[config.mk]
export PLATFORM = sky130hd
export DESIGN_NAME = histogram_bar_graph
export DESIGN_NICKNAME = d
export VERILOG_FILES = /design/src/hw/rtl/hbg_pkg.sv /design/src/hw/rtl/histogram_bar_graph.sv /design/src/hw/rtl/hbg_ram.sv /design/src/hw/rtl/hbg_store.sv /design/src/hw/rtl/hbg_div.sv /design/src/hw/rtl/hbg_bars.sv
export SDC_FILE = /design/constraint.sdc
export NUM_CORES = 2
export LEC_CHECK = 0
export BUFFER_PORTS_ARGS = -buffer_cell sky130_fd_sc_hd__clkbuf_2
export CAP_MARGIN = 40
export CORE_ASPECT_RATIO = 1.25
export CORE_MARGIN = 2
export CORE_UTILIZATION = 33
export CTS_BUF_LIST = sky130_fd_sc_hd__clkbuf_4 sky130_fd_sc_hd__clkbuf_8
export DETAILED_ROUTE_END_ITERATION = 10
export PLACE_DENSITY = 0.55
export SYNTH_ARGS = -nofsm -noshare
export SYNTH_HDL_FRONTEND = slang
export SYNTH_HIERARCHICAL = 1
export SYNTH_SLANG_ARGS = --single-unit
[constraint.sdc]
create_clock -name clk -period 6.4 [get_ports clk]
set_input_delay 0.96 -clock clk [delete_from_list [all_inputs] [get_ports clk]]
set_output_delay 0.96 -clock clk [all_outputs]
set_load 0.02 [all_outputs]
[src/hw/rtl/hbg_pkg.sv]
`default_nettype none

package hbg_pkg;

  // Field widths of the stream items.
  localparam int PIXEL_W       = 8;
  localparam int INDEX_FIELD_W = 5;
  localparam int COUNT_FIELD_W = 23;
  localparam int GEOM_W        = 16;
  localparam int BAR_W_W       = 10;
  localparam int M_TDATA_W     = 88;

  // Configuration port.
  localparam int CFG_W       = 12;
  localparam int PDATA_W     = 32;
  localparam int PADDR_W     = 3;
  localparam int REG_SEL_BIT = 2;

  localparam logic REG_GRAPH_WIDTH  = 1'b0;
  localparam logic REG_GRAPH_HEIGHT = 1'b1;

  localparam logic [CFG_W-1:0] GRAPH_WIDTH_RESET  = 12'd600;
  localparam logic [CFG_W-1:0] GRAPH_HEIGHT_RESET = 12'd300;

  // Request kinds carried in s_tuser.
  localparam logic REQ_PIXEL     = 1'b0;
  localparam logic REQ_FRAME_END = 1'b1;

  typedef enum logic [3:0] {
    S_IDLE,
    S_BW_GO,
    S_BW_WAIT,
    S_READ,
    S_LEFT_GO,
    S_LEFT_WAIT,
    S_HT_GO,
    S_HT_WAIT,
    S_EMIT
  } bar_state_t;

  typedef struct packed {
    logic [GEOM_W-1:0]  left;
    logic [GEOM_W-1:0]  top;
    logic [BAR_W_W-1:0] width;
    logic [GEOM_W-1:0]  height;
  } bar_geom_t;

  typedef struct packed {
    logic              done;
    logic [GEOM_W-1:0] quo;
  } div_res_t;

endpackage

`default_nettype wire

[src/hw/rtl/histogram_bar_graph.sv]
`default_nettype none

// Channel  Direction  Payload
// s_       in         tdata: pixel_value; tuser: req_type
// m_       out        tdata: bar geometry and count; tuser: empty_frame; tlast: last_bar
// APB      in         graph_width at 0x0, graph_height at 0x4
//
// A pixel item is taken every cycle outside a bar pass; its count is read at
// the accepting edge and written back, incremented, to the bin memory in the
// next cycle, with forwarding between neighbouring pixels. A frame end item
// starts the bar pass, which holds s_tready low: the bar width, then per bin
// a read, the left edge and a 16-step division of the bar height, skipped
// for an empty frame. Synchronous reset clears the bins through per-entry
// valid bits, so no clearing pass is needed. A stalled m_ channel holds one
// bar in the output register and stops the pass at the next bar.

module histogram_bar_graph
  import hbg_pkg::*;
#(
  parameter int BIN_COUNT  = 32,
  parameter int COUNT_BITS = 23
) (
  input  wire logic                 clk,
  input  wire logic                 rst,
  input  wire logic                 s_tvalid,
  output logic                      s_tready,
  input  wire logic [PIXEL_W-1:0]   s_tdata,   // [7:0] pixel_value
  input  wire logic [0:0]           s_tuser,   // [0] req_type
  output logic                      m_tvalid,
  input  wire logic                 m_tready,
  // [4:0] bin_index, [27:5] bin_count, [43:28] bar_left, [59:44] bar_top,
  // [69:60] bar_width, [85:70] bar_height, [87:86] zero
  output logic      [M_TDATA_W-1:0] m_tdata,
  output logic      [0:0]           m_tuser,   // [0] empty_frame
  output logic                      m_tlast,
  input  wire logic                 psel,
  input  wire logic                 penable,
  input  wire logic                 pwrite,
  input  wire logic [PADDR_W-1:0]   paddr,
  input  wire logic [PDATA_W-1:0]   pwdata,
  output logic      [PDATA_W-1:0]   prdata,
  output logic                      pready
);

  localparam int IW    = $clog2(BIN_COUNT);
  localparam int DEN_W = $clog2(2 * BIN_COUNT + 2);
  localparam int DW    = (COUNT_BITS > DEN_W) ? COUNT_BITS : DEN_W;

  logic [CFG_W-1:0]      graph_width;
  logic [CFG_W-1:0]      graph_height;
  logic                  cfg_write;
  logic                  in_accept;
  logic                  pix_valid;
  logic                  frame_end;
  logic                  idle;
  logic                  rd_en;
  logic [IW-1:0]         rd_addr;
  logic [COUNT_BITS-1:0] rd_count;
  logic                  clear;
  logic [COUNT_BITS-1:0] max_count;
  logic                  div_start;
  logic [GEOM_W+DW-1:0]  div_num;
  logic [DW-1:0]         div_den;
  div_res_t              div_res;
  logic [IW-1:0]         out_idx;
  logic [COUNT_BITS-1:0] out_cnt;
  bar_geom_t             out_geom;
  logic                  out_empty;
  logic                  out_last;

  assign pready    = 1'b1;
  assign cfg_write = psel && penable && pwrite && pready;

  always_ff @(posedge clk) begin
    if (rst) begin
      graph_width  <= GRAPH_WIDTH_RESET;
      graph_height <= GRAPH_HEIGHT_RESET;
    end else if (cfg_write) begin
      if (paddr[REG_SEL_BIT] == REG_GRAPH_WIDTH) begin
        graph_width <= pwdata[CFG_W-1:0];
      end else begin
        graph_height <= pwdata[CFG_W-1:0];
      end
    end
  end

  always_comb begin
    if (paddr[REG_SEL_BIT] == REG_GRAPH_HEIGHT) begin
      prdata = PDATA_W'(graph_height);
    end else begin
      prdata = PDATA_W'(graph_width);
    end
  end

  assign s_tready  = idle;
  assign in_accept = s_tvalid && s_tready;
  assign pix_valid = in_accept && (s_tuser[0] == REQ_PIXEL);
  assign frame_end = in_accept && (s_tuser[0] == REQ_FRAME_END);

  hbg_store #(
    .BIN_COUNT  (BIN_COUNT),
    .COUNT_BITS (COUNT_BITS)
  ) u_store (
    .clk       (clk),
    .rst       (rst),
    .pix_valid (pix_valid),
    .pix_value (s_tdata),
    .rd_en     (rd_en),
    .rd_addr   (rd_addr),
    .rd_count  (rd_count),
    .clear     (clear),
    .max_count (max_count)
  );

  hbg_div #(
    .DW (DW)
  ) u_div (
    .clk   (clk),
    .rst   (rst),
    .start (div_start),
    .num   (div_num),
    .den   (div_den),
    .res   (div_res)
  );

  hbg_bars #(
    .BIN_COUNT  (BIN_COUNT),
    .COUNT_BITS (COUNT_BITS),
    .DW         (DW)
  ) u_bars (
    .clk          (clk),
    .rst          (rst),
    .start        (frame_end),
    .idle         (idle),
    .graph_width  (graph_width),
    .graph_height (graph_height),
    .max_count    (max_count),
    .rd_en        (rd_en),
    .rd_addr      (rd_addr),
    .rd_count     (rd_count),
    .clear        (clear),
    .div_start    (div_start),
    .div_num      (div_num),
    .div_den      (div_den),
    .div_res      (div_res),
    .m_tvalid     (m_tvalid),
    .m_tready     (m_tready),
    .out_idx      (out_idx),
    .out_cnt      (out_cnt),
    .out_geom     (out_geom),
    .out_empty    (out_empty),
    .out_last     (out_last)
  );

  assign m_tdata = M_TDATA_W'({out_geom.height, out_geom.width, out_geom.top, out_geom.left,
                               COUNT_FIELD_W'(out_cnt), INDEX_FIELD_W'(out_idx)});
  assign m_tuser = out_empty;
  assign m_tlast = out_last;

endmodule

`default_nettype wire

[src/hw/rtl/hbg_ram.sv]
`default_nettype none

module hbg_ram #(
  parameter int WIDTH = 8,
  parameter int DEPTH = 32
) (
  input  wire logic                     clk,
  input  wire logic                     wr_en,
  input  wire logic [$clog2(DEPTH)-1:0] wr_addr,
  input  wire logic [WIDTH-1:0]         wr_data,
  input  wire logic                     rd_en,
  input  wire logic [$clog2(DEPTH)-1:0] rd_addr,
  output logic      [WIDTH-1:0]         rd_data
);

  logic [WIDTH-1:0] mem [DEPTH];

  always_ff @(posedge clk) begin
    if (wr_en) begin
      mem[wr_addr] <= wr_data;
    end
    if (rd_en) begin
      rd_data <= mem[rd_addr];
    end
  end

endmodule

`default_nettype wire

[src/hw/rtl/hbg_store.sv]
`default_nettype none

module hbg_store
  import hbg_pkg::*;
#(
  parameter int BIN_COUNT  = 32,
  parameter int COUNT_BITS = 23
) (
  input  wire logic                         clk,
  input  wire logic                         rst,
  input  wire logic                         pix_valid,
  input  wire logic [PIXEL_W-1:0]           pix_value,
  input  wire logic                         rd_en,
  input  wire logic [$clog2(BIN_COUNT)-1:0] rd_addr,
  output logic      [COUNT_BITS-1:0]        rd_count,
  input  wire logic                         clear,
  output logic      [COUNT_BITS-1:0]        max_count
);

  localparam int IW = $clog2(BIN_COUNT);
  localparam int PW = PIXEL_W + IW + 1;
  localparam logic [COUNT_BITS-1:0] COUNT_LIMIT = '1;

  logic [PW-1:0]         bin_prod;
  logic [IW:0]           bin_full;
  logic [IW-1:0]         pix_bin;
  logic [IW-1:0]         ram_rd_addr;
  logic                  ram_rd_en;
  logic [COUNT_BITS-1:0] ram_rd_data;
  logic                  valid_q;
  logic [BIN_COUNT-1:0]  valid_bits;
  logic                  s1_valid;
  logic [IW-1:0]         s1_bin;
  logic                  last_valid;
  logic [IW-1:0]         last_bin;
  logic [COUNT_BITS-1:0] last_data;
  logic [COUNT_BITS-1:0] cur_count;
  logic [COUNT_BITS-1:0] new_count;

  assign bin_prod = PW'(pix_value) * PW'(BIN_COUNT);
  assign bin_full = bin_prod[PW-1:PIXEL_W];

  always_comb begin
    if (bin_full >= (IW+1)'(BIN_COUNT)) begin
      pix_bin = IW'(BIN_COUNT - 1);
    end else begin
      pix_bin = bin_full[IW-1:0];
    end
  end

  assign ram_rd_en   = pix_valid | rd_en;
  assign ram_rd_addr = pix_valid ? pix_bin : rd_addr;

  hbg_ram #(
    .WIDTH (COUNT_BITS),
    .DEPTH (BIN_COUNT)
  ) u_ram (
    .clk     (clk),
    .wr_en   (s1_valid),
    .wr_addr (s1_bin),
    .wr_data (new_count),
    .rd_en   (ram_rd_en),
    .rd_addr (ram_rd_addr),
    .rd_data (ram_rd_data)
  );

  // An entry never written since the last clear reads as zero.
  assign rd_count = valid_q ? ram_rd_data : '0;

  // The write of the previous pixel lands at the same edge as the read of
  // this one, so a hit on that bin takes the written value instead.
  assign cur_count = (last_valid && last_bin == s1_bin) ? last_data : rd_count;
  assign new_count = (cur_count == COUNT_LIMIT) ? cur_count : cur_count + 1'b1;

  always_ff @(posedge clk) begin
    if (ram_rd_en) begin
      valid_q <= valid_bits[ram_rd_addr];
    end
    s1_bin    <= pix_bin;
    last_bin  <= s1_bin;
    last_data <= new_count;
  end

  always_ff @(posedge clk) begin
    if (rst || clear) begin
      s1_valid   <= 1'b0;
      last_valid <= 1'b0;
      valid_bits <= '0;
      max_count  <= '0;
    end else begin
      s1_valid   <= pix_valid;
      last_valid <= s1_valid;
      if (s1_valid) begin
        valid_bits[s1_bin] <= 1'b1;
        if (new_count > max_count) begin
          max_count <= new_count;
        end
      end
    end
  end

endmodule

`default_nettype wire

[src/hw/rtl/hbg_div.sv]
`default_nettype none

module hbg_div
  import hbg_pkg::*;
#(
  parameter int DW = 23
) (
  input  wire logic                 clk,
  input  wire logic                 rst,
  input  wire logic                 start,
  input  wire logic [GEOM_W+DW-1:0] num,
  input  wire logic [DW-1:0]        den,
  output div_res_t                  res
);

  // Restoring division, one quotient bit a cycle. The callers guarantee
  // that the quotient fits in GEOM_W bits, so the upper part of the
  // numerator is already below the divisor.
  localparam int SW = $clog2(GEOM_W + 1);

  logic [DW-1:0]     rem;
  logic [GEOM_W-1:0] shq;
  logic [SW-1:0]     steps;
  logic              busy;
  logic              done;
  logic [DW:0]       trial;
  logic [DW:0]       den_ext;
  logic              ge;

  assign den_ext = {1'b0, den};
  assign trial   = {rem, shq[GEOM_W-1]};
  assign ge      = (trial >= den_ext);

  always_ff @(posedge clk) begin
    if (start) begin
      rem <= num[GEOM_W+DW-1:GEOM_W];
      shq <= num[GEOM_W-1:0];
    end else if (busy) begin
      rem <= ge ? DW'(trial - den_ext) : trial[DW-1:0];
      shq <= {shq[GEOM_W-2:0], ge};
    end
  end

  always_ff @(posedge clk) begin
    if (rst) begin
      busy  <= 1'b0;
      done  <= 1'b0;
      steps <= '0;
    end else begin
      done <= 1'b0;
      if (start) begin
        busy  <= 1'b1;
        steps <= SW'(GEOM_W);
      end else if (busy) begin
        steps <= steps - 1'b1;
        if (steps == SW'(1)) begin
          busy <= 1'b0;
          done <= 1'b1;
        end
      end
    end
  end

  assign res.done = done;
  assign res.quo  = shq;

endmodule

`default_nettype wire

[src/hw/rtl/hbg_bars.sv]
`default_nettype none

module hbg_bars
  import hbg_pkg::*;
#(
  parameter int BIN_COUNT  = 32,
  parameter int COUNT_BITS = 23,
  parameter int DW         = 23
) (
  input  wire logic                         clk,
  input  wire logic                         rst,
  input  wire logic                         start,
  output logic                              idle,
  input  wire logic [CFG_W-1:0]             graph_width,
  input  wire logic [CFG_W-1:0]             graph_height,
  input  wire logic [COUNT_BITS-1:0]        max_count,
  output logic                              rd_en,
  output logic      [$clog2(BIN_COUNT)-1:0] rd_addr,
  input  wire logic [COUNT_BITS-1:0]        rd_count,
  output logic                              clear,
  output logic                              div_start,
  output logic      [GEOM_W+DW-1:0]         div_num,
  output logic      [DW-1:0]                div_den,
  input  div_res_t                          div_res,
  output logic                              m_tvalid,
  input  wire logic                         m_tready,
  output logic      [$clog2(BIN_COUNT)-1:0] out_idx,
  output logic      [COUNT_BITS-1:0]        out_cnt,
  output bar_geom_t                         out_geom,
  output logic                              out_empty,
  output logic                              out_last
);

  localparam int IW    = $clog2(BIN_COUNT);
  localparam int NW    = GEOM_W + DW;
  localparam int LPW   = GEOM_W + IW + 1;
  localparam int DEN_L = $clog2(2 * BIN_COUNT + 1);
  localparam int RSH   = LPW + DEN_L;
  localparam int PRW   = RSH + GEOM_W;
  // Division by the odd constant 2*BIN_COUNT+1 is a multiplication by its
  // rounded-up reciprocal, exact for every numerator below 2**LPW.
  localparam longint unsigned DENOM = 64'(2 * BIN_COUNT + 1);
  localparam longint unsigned RECIP = ((64'd1 << RSH) + DENOM - 64'd1) / DENOM;
  localparam logic [LPW:0] RECIP_C = (LPW+1)'(RECIP);
  localparam logic [IW-1:0] LAST_IDX = IW'(BIN_COUNT - 1);

  bar_state_t state, state_next;

  logic [IW-1:0]            idx;
  logic [COUNT_BITS-1:0]    cnt;
  logic [DW-1:0]            max_q;
  logic                     empty;
  logic [BAR_W_W-1:0]       bw;
  logic [GEOM_W-1:0]        left;
  logic [GEOM_W-1:0]        ht;
  logic [GEOM_W-1:0]        w16;
  logic [GEOM_W-1:0]        h16;
  logic [GEOM_W+IW:0]       left_prod;
  logic [GEOM_W+COUNT_BITS-1:0] ht_prod;
  logic [LPW-1:0]           q_num;
  logic [PRW-1:0]           q_prod;
  logic [GEOM_W-1:0]        q_quo;
  logic                     load_out;

  assign w16       = {graph_width, 4'b0000};
  assign h16       = {graph_height, 4'b0000};
  assign left_prod = LPW'(w16) * LPW'({idx, 1'b1});
  assign ht_prod   = (GEOM_W+COUNT_BITS)'(h16) * (GEOM_W+COUNT_BITS)'(cnt);
  assign q_prod    = PRW'(q_num) * PRW'(RECIP_C);
  assign q_quo     = q_prod[RSH +: GEOM_W];
  assign rd_addr   = idx;
  assign idle      = (state == S_IDLE);

  always_ff @(posedge clk) begin
    if (rst) begin
      state <= S_IDLE;
    end else begin
      state <= state_next;
    end
  end

  always_comb begin
    state_next = state;
    rd_en      = 1'b0;
    div_start  = 1'b0;
    clear      = 1'b0;
    load_out   = 1'b0;
    case (state)
      S_IDLE: begin
        if (start) begin
          state_next = S_BW_GO;
        end
      end
      S_BW_GO: begin
        state_next = S_BW_WAIT;
      end
      S_BW_WAIT: begin
        state_next = S_READ;
      end
      S_READ: begin
        rd_en      = 1'b1;
        state_next = S_LEFT_GO;
      end
      S_LEFT_GO: begin
        state_next = S_LEFT_WAIT;
      end
      S_LEFT_WAIT: begin
        state_next = empty ? S_EMIT : S_HT_GO;
      end
      S_HT_GO: begin
        div_start  = 1'b1;
        state_next = S_HT_WAIT;
      end
      S_HT_WAIT: begin
        if (div_res.done) begin
          state_next = S_EMIT;
        end
      end
      S_EMIT: begin
        if (!m_tvalid || m_tready) begin
          load_out = 1'b1;
          if (idx == LAST_IDX) begin
            clear      = 1'b1;
            state_next = S_IDLE;
          end else begin
            state_next = S_READ;
          end
        end
      end
      default: begin
        state_next = S_IDLE;
      end
    endcase
  end

  always_ff @(posedge clk) begin
    case (state)
      S_IDLE: begin
        idx   <= '0;
        q_num <= LPW'(w16);
      end
      S_BW_GO: begin
        // Taken here rather than at the frame end item, so that a pixel
        // still finishing in the store is already counted.
        max_q <= DW'(max_count);
        empty <= (max_count == '0);
      end
      S_BW_WAIT: begin
        bw <= BAR_W_W'(q_quo);
      end
      S_READ: begin
        q_num <= left_prod;
      end
      S_LEFT_GO: begin
        cnt <= rd_count;
      end
      S_LEFT_WAIT: begin
        left    <= q_quo;
        ht      <= '0;
        div_num <= NW'(ht_prod);
        div_den <= max_q;
      end
      S_HT_WAIT: begin
        if (div_res.done) begin
          ht <= div_res.quo;
        end
      end
      S_EMIT: begin
        if (load_out) begin
          idx <= idx + 1'b1;
        end
      end
      default: begin
      end
    endcase
  end

  // Output register: the bar waits here while the next one is worked out.
  always_ff @(posedge clk) begin
    if (rst) begin
      m_tvalid <= 1'b0;
    end else if (load_out) begin
      m_tvalid <= 1'b1;
    end else if (m_tready) begin
      m_tvalid <= 1'b0;
    end
  end

  always_ff @(posedge clk) begin
    if (load_out) begin
      out_idx         <= idx;
      out_cnt         <= cnt;
      out_geom.left   <= left;
      out_geom.top    <= h16 - ht;
      out_geom.width  <= bw;
      out_geom.height <= ht;
      out_empty       <= empty;
      out_last        <= (idx == LAST_IDX);
    end
  end

endmodule

`default_nettype wire

## Word-level counts from Yosys, hierarchy flattened

Memories as Yosys holds them, arrays and structs flattened. A register that Yosys moved wholly into a read port is not among the register bits.
Cells that the tools add are included.

- Multiply operators: 3
- Add/sub/neg operators: 5
- Reduce and logical (&&, ||, !) cells: 25
- Muxes and demuxes: 43
- Equal/unequal tests: 16
- Order comparisons: 6
- Bitwise operators: 5

Operator list:

| operator | number |
|---|---|
| $mux W23 | 6 |
| $mux W16 | 3 |
| $mul A22 B23 Y45 const B | 1 |
| $pmux W22 S2 | 1 |
| $pmux W4 S9 | 1 |
| $mul A12 B23 Y35 | 1 |
| $or A32 B32 Y32 | 1 |
| $pmux W16 S2 | 1 |
| $mux W5 | 5 |
| $ge A24 B23 Y1 | 1 |
| $add A23 B1 Y23 const B | 1 |
| $eq A23 B23 Y1 const B | 1 |
| $gt A23 B23 Y1 | 1 |
| $logic_not A23 Y1 | 1 |
| $sub A23 B23 Y23 | 1 |
| $mul A12 B6 Y18 | 1 |
| $mux W1 | 17 |
| $eq A4 B3 Y1 const B | 4 |
| $mux W4 | 4 |
| $sub A16 B16 Y16 | 1 |
| $lt A5 B6 Y1 const B | 2 |
| $mux W12 | 1 |
| $pmux W5 S2 | 1 |
| $reduce_and A2 Y1 | 5 |
| 25 further kinds | 41 |

- Output and inout bits: 125
- Register bits: 428
- Memory bits (writable): 736
- Logic and storage cells: 141
- Bits of input ports: 51
- Memories: 1

Memories:

| name | depth | width | rd ports | clocked after memory_dff | wr ports | RTL line | RTL |
|---|---|---|---|---|---|---|---|
| u_store.u_ram.mem | 32 | 23 | 1 | 1 | 1 | hbg_ram.sv:16 | `logic [WIDTH-1:0] mem [DEPTH];` |

## Logic depth before layout (Yosys ltp)

- Word-level depth: 7
- Depth in mapped cells: 27
- Mapped depth without buffers: 22

## Hierarchy

The synthesis kept the hierarchy.

By module, submodules not included:

| module | seq. area each (um^2) | cells each | area each (um^2) | instances |
|---|---|---|---|---|
| hbg_ram | 22,791.9 | 1,619 | 29,473.3 | 1 |
| hbg_bars | 7,817.5 | 2,360 | 25,504.5 | 1 |
| hbg_store | 1,831.8 | 600 | 5,286.3 | 1 |
| hbg_div | 1,311.3 | 343 | 3,442.1 | 1 |
| histogram_bar_graph | 480.5 | 141 | 1,347.5 | 1 |

## Worst setup path before layout

OpenSTA, ideal clock, no wires.

- Path kind: register to register
- Start point: register u_bars.state[0]
- End point: register u_store.max_count[0]
- Clock period less this slack: 6.235 ns
- Path buffers: 4
- Arrival: 6.107 ns
- Cell stages (with the launch flop): 11
- Path slack: 0.165 ns
- Required time: 6.272 ns
- Library setup time: 0.128 ns
- Cells stage by stage: dfxtp_1 > clkbuf_1 > nor3_1 > nand2_1 > nor2_1 > and2_1 > or2_2 > clkbuf_1 > clkbuf_1 > clkbuf_1 > nor2_1

- Word-level cells in the longest chain between the ends: 3

Ends and longest elaborated chain:

| item | RTL line | RTL |
|---|---|---|
| start: declaration | hbg_bars.sv:47 | `bar_state_t state, state_next;` |
| start signal: assignment | hbg_bars.sv:78 | `state <= state_next;` |
| $eq A4 B4 Y1 | hbg_bars.sv:88 | `case (state)` |
| $mux W1 | hbg_bars.sv:88 |  |
| net clear | histogram_bar_graph.sv:59 | `logic clear;` |
| $logic_or A1 B1 Y1 | hbg_store.sv:85 | `if (rst \|\| clear) begin` |
| end signal: assignment | hbg_store.sv:96 | `max_count <= new_count;` |
| end: declaration | hbg_store.sv:17 | `output logic [COUNT_BITS-1:0] max_count` |

The timed path passes the listed nets, and every way through them passes these cells.
A chain may end at the register's enable or synchronous reset.

## Worst setup path in the final report

- Start point: register u_bars.q_num[10]
- End point: register u_bars.left[14], data pin

- Word-level cells in the longest chain between the ends: 1

Ends and longest elaborated chain:

| item | RTL line | RTL |
|---|---|---|
| start: declaration | hbg_bars.sv:60 | `logic [LPW-1:0] q_num;` |
| start signal: assignment | hbg_bars.sv:140 | `q_num <= LPW'(w16);` |
| start signal: assignment | hbg_bars.sv:152 | `q_num <= left_prod;` |
| $mul A22 B23 Y45 | hbg_bars.sv:69 | `assign q_prod = PRW'(q_num) * PRW'(RECIP_C);` |
| net u_bars.q_prod[43] | hbg_bars.sv:61 | `logic [PRW-1:0] q_prod;` |
| end signal: assignment | hbg_bars.sv:158 | `left <= q_quo;` |
| end: declaration | hbg_bars.sv:54 | `logic [GEOM_W-1:0] left;` |

The timed path passes the listed nets, and every way through them passes these cells.

==> impl_metrics.json <==
{
  "outcome": "complete, no violations",
  "worst_path_largest_cell_delay_ns": 0.65,
  "critical_path_arrival_ns": 6.82,
  "syn-instance-count": 5063,
  "power.ir.vdd_worst_uv": 827,
  "setup_violations": 0,
  "cp_max_fo": 4,
  "main_area_contributors_after_synthesis": "edfxtp_1 49%, fa_1 11%, mux2i_1 6.9%",
  "synth_edf_count": 1056,
  "hold_violations": 0,
  "r2r_slack_ns": 0.23,
  "synth_top_area_frac": 0.487,
  "cp_common_cell": "fa_1",
  "holdWs_ns": 0.249,
  "fin_tns_setup_ns": 0,
  "clock_latency_ns": 0.95,
  "combinationalPowerShare": 0.491,
  "finClkSkew_ns": 0.0908,
  "multiInputGateArea_um2": 27800,
  "async_reset_ff_frac": 0,
  "cts_hold_buf": 0,
  "hold_path_depth": 1,
  "worst_slew_pin_slew_ns": 0.821,
  "avgRoutedWirePerCell_um": 20.4,
  "numClockSinks": 1182,
  "die_x_um": 401,
  "slew_headroom": 0.453,
  "grt_first_pass_wirelength_mm": 252,
  "num_rows": 182,
  "setup_cp_type": "flop to flop",
  "synth.largest_area_cell": "edfxtp_1",
  "routability_cong": 0.874,
  "drt_pre_antenna_iters": 5,
  "timing.hold.worst_endpoint": "u_store/s1_bin[0]$_DFF_P_",
  "layout.nets": 6075,
  "fp.dieArea_um2": 201000,
  "clock_power_share": 0.209,
  "critical_r2r_capture": "u_bars/left[14]$_DFFE_PP_",
  "postSynthRegisterBits": 1182,
  "drt_iter0_drc": 2214,
  "routed-via-count": 39955,
  "clockRootBuffer": "clkbuf_8",
  "power_switching_share": 0.391,
  "worst_hold_path_type": "input port to flop",
  "cts-root-to-sink-buffers": 3,
  "fin_util": 0.375,
  "floorplan.initialDensity": 0.331,
  "period_share": 0.964,
  "grt_pass1_vias": 41391,
  "worst_r2r_startpoint": "u_bars/q_num[10]$_DFFE_PP_",
  "synth.yosys.seq_area_share": 0.526,
  "final-seq-area_um2": 34200,
  "share_seq_of_total_power": 0.300,
  "vias_per_cell": 4.95,
  "instances_no_fill": 8074,
  "synth-warning-count": 6,
  "ant_nets": 0,
  "num_io_pins": 176,
  "synth_top_flop_cell": "edfxtp_1",
  "power.net_switching_mw": 12.3,
  "timing.hold.worst.start": "s_tdata[3]",
  "worst-r2r-cell-count": 18,
  "synth.cell_area_um2": 65100,
  "final_period_minus_worst_setup_slack_ns": 6.17,
  "ctsHtreeMaxLevel": 4,
  "worst-endpoint-required_ns": 7.05,
  "floorplan_core_area_um2": 196000,
  "grt_remaining_overflow": 0,
  "cellInternalPower_mw": 19.1,
  "number_of_antenna_violations_at_the_first_check_in_global_routing": 8,
  "setup.worst_path.start_class": "flop",
  "layout.filler_cells": 18950,
  "yosysUniqueCellTypes": 104,
  "grt_max_degree": 71,
  "io_buffers": 127,
  "max_cap_viol_count": 0,
  "timing.critical_path.cells": "fa_2 > fa_1 > ha_1 > inv_1 > fa_1 > fa_1 > fa_1 > inv_1 > ha_1 > ha_1 > a211o_1 > or3_1 > a211o_1 > a21oi_2 > o21ai_1 > and2_1 > a211oi_2 > xnor2_1",
  "place.detailed.instances": 7731,
  "power_per_cell_area_nw_per_um2": 426,
  "layout-drive-gt1-share": 0.146,
  "cts_buffers": 187,
  "crit_path_end_kind": "flop",
  "clk_pin_slew_ns": 0.06,
  "fmax_mhz": 162,
  "power_leakage_nw": 28.8,
  "synthesis.area_per_instance_um2": 12.8,
  "die_height_um": 500,
  "cts_tree": "built",
  "area_growth_syn_to_layout_pct": 13.0,
  "remaining_drc_errors": 0,
  "grtUsageTotal": 0.164,
  "wl_mm": 165,
  "detailed_place_hpwl_mm": 115,
  "cpMaxStageDelayCell": "fa_2",
  "drv_slew": 0
}
==> final cells by class <==
| class | count | share of cell area |
|---|---|---|
| Clock inverter | 75 | 0.00895 |
| Tap cell | 2576 | 0.0438 |
| Clock buffer | 259 | 0.0429 |
| Inverter | 540 | 0.0277 |
| Sequential cell | 1182 | 0.466 |
| Antenna cell | 5 | 0.000170 |
| Timing Repair Buffer | 325 | 0.0325 |
| Multi-Input combinational cell | 3112 | 0.378 |
==> state kept, by name, indices dropped and copies added (netlist names), 10 cells and up <==
name and cells:
graph_height 12, graph_width 12, u_bars/bw 10, u_bars/cnt 23, u_bars/div_den 23, u_bars/div_num 35, u_bars/ht 16, u_bars/left 16
u_bars/max_q 23, u_bars/out_cnt 23, u_bars/out_geom 57, u_bars/q_num 18, u_div/rem 23, u_div/shq 16, u_store/last_data 23, u_store/max_count 23
u_store/u_ram/mem 736, u_store/u_ram/rd_data 23, u_store/valid_bits 32
==> cell usage in the layout, fill, tap and decap left out, types with 44 or more instances in the layout <==
cell,Yosys,routed
and2_1,174,173
a22o_1,47,47
fa_1,350,349
a22oi_1,93,93
nand2_1,396,396
a31oi_1,44,44
o21ai_0,70,66
clkbuf_8,0,193
nor3_1,51,49
clkbuf_4,0,66
edfxtp_1,1056,1056
nor2_1,196,159
ha_1,326,326
a21o_1,53,53
nand4_1,61,61
clkbuf_2,1,127
xnor2_1,77,71
mux2i_1,449,445
nand3_1,80,80
a21oi_1,184,178
inv_1,540,539
buf_4,61,178
dfxtp_1,126,126
==> synth_stat cells, types with 9 or more instances <==
cell,number
xnor2_1,77
buf_4,61
o21a_1,19
nand3_1,80
nand4_1,61
a22oi_1,93
o211ai_1,10
a21oi_1,184
clkbuf_1,130
nand2_1,396
or3_1,10
nor3_1,51
a31oi_1,44
mux2_2,40
a22o_1,47
and4_1,11
edfxtp_1,1056
nor2_1,196
xor2_1,43
o21ai_0,70
nor2b_1,16
a211oi_1,21
o21bai_1,10
and3_1,22
a21o_1,53
nand3b_1,9
inv_1,540
ha_1,326
buf_6,18
nor4_1,10
and2_1,174
dfxtp_1,126
fa_1,350
buf_2,33
mux2i_1,449
nand2b_1,38
==> power by group through the flow <==
stage / clock [mW] / sequential, mW / combinational (mW)
2_1_floorplan: 0 / 9.51 / 10.6
3_3_place_gp: 0 / 9.55 / 15.0
3_5_place_dp: 0 / 9.55 / 15.0
4_1_cts: 6.77 / 9.39 / 15.2
5_1_grt: 7.09 / 9.40 / 17.5
6_report: 6.55 / 9.39 / 15.4
==> routing by layer <==
| layer | up-vias | share of wire | GRT usage |
|---|---|---|---|
| li1 | 18476 | - | - |
| met1 | 20273 | 0.41 | 0.197 |
| met2 | 898 | 0.52 | 0.295 |
| met3 | 304 | 0.040 | 0.0256 |
| met4 | 4 | 0.032 | 0.0579 |
| met5 | - | 0.00014 | 0 |
==> worst max-delay path: cells and delay by family, from the launching register on <==
kind                       cells  cell delay, ns
DFF                            1            0.42
buffers and inverters          2            0.13
xor gates and xnor gates       1            0.09
AOI/OAI and AO/OA              5            1.16
and+or+nand+nor                2            0.56
adders and majority gates      8            3.52
==> kinds of logic (layout without fill, tap and decap cells) <==
group / after synthesis / in the layout / synth area share
DFF: 1182 / 1182 / 0.526
and+or+nand+nor: 1137 / 1137 / 0.0876
buffers and inverters: 793 / 1199 / 0.0529
adders and majority gates: 676 / 676 / 0.170
AOI/OAI and AO/OA: 652 / 652 / 0.0677
muxes: 497 / 497 / 0.0781
xor gates and xnor gates: 123 / 123 / 0.0169
other: 3 / 32 / 0.000173
==> worst max path at each step <==
stage | cells past startpoint | slack [ns] | startpoint | endpoint
3_3_place_gp | 20 | 0.13 | u_bars/q_num[19]$_SDFFCE_PN0P_ | u_bars/left[12]$_DFFE_PP_
6_report | 18 | 0.23 | u_bars/q_num[10]$_DFFE_PP_ | u_bars/left[14]$_DFFE_PP_
5_1_grt | 15 | -0.008 | u_bars/cnt[11]$_DFFE_PP_ | u_bars/div_num[35]$_DFFE_PP_
3_5_place_dp | 20 | 0.10 | u_bars/q_num[19]$_SDFFCE_PN0P_ | u_bars/left[12]$_DFFE_PP_
4_1_cts | 20 | 0.07 | u_bars/q_num[19]$_SDFFCE_PN0P_ | u_bars/left[12]$_DFFE_PP_
2_1_floorplan | 10 | 0.17 | u_bars/state[0]$_SDFFE_PP0P_ | u_store/max_count[0]$_SDFFE_PP0P_
==> what timing repair did <==
action	4_1_cts	5_1_grt
gates resized for setup	0	15
buffers inserted	0	4
setup endpoints to repair	0	14
==> per-stage QoR <==
stage	setup slack, ns	total power, mW	area, um2
global placement	0.132	24.6	69500
CTS	0.0704	31.4	73400
floorplan	0.165	20.1	65100
global route	-0.00773	34.0	73500
finish	0.230	31.3	73500
detailed placement	0.100	24.6	69600
(Power assumes the default switching activity.)
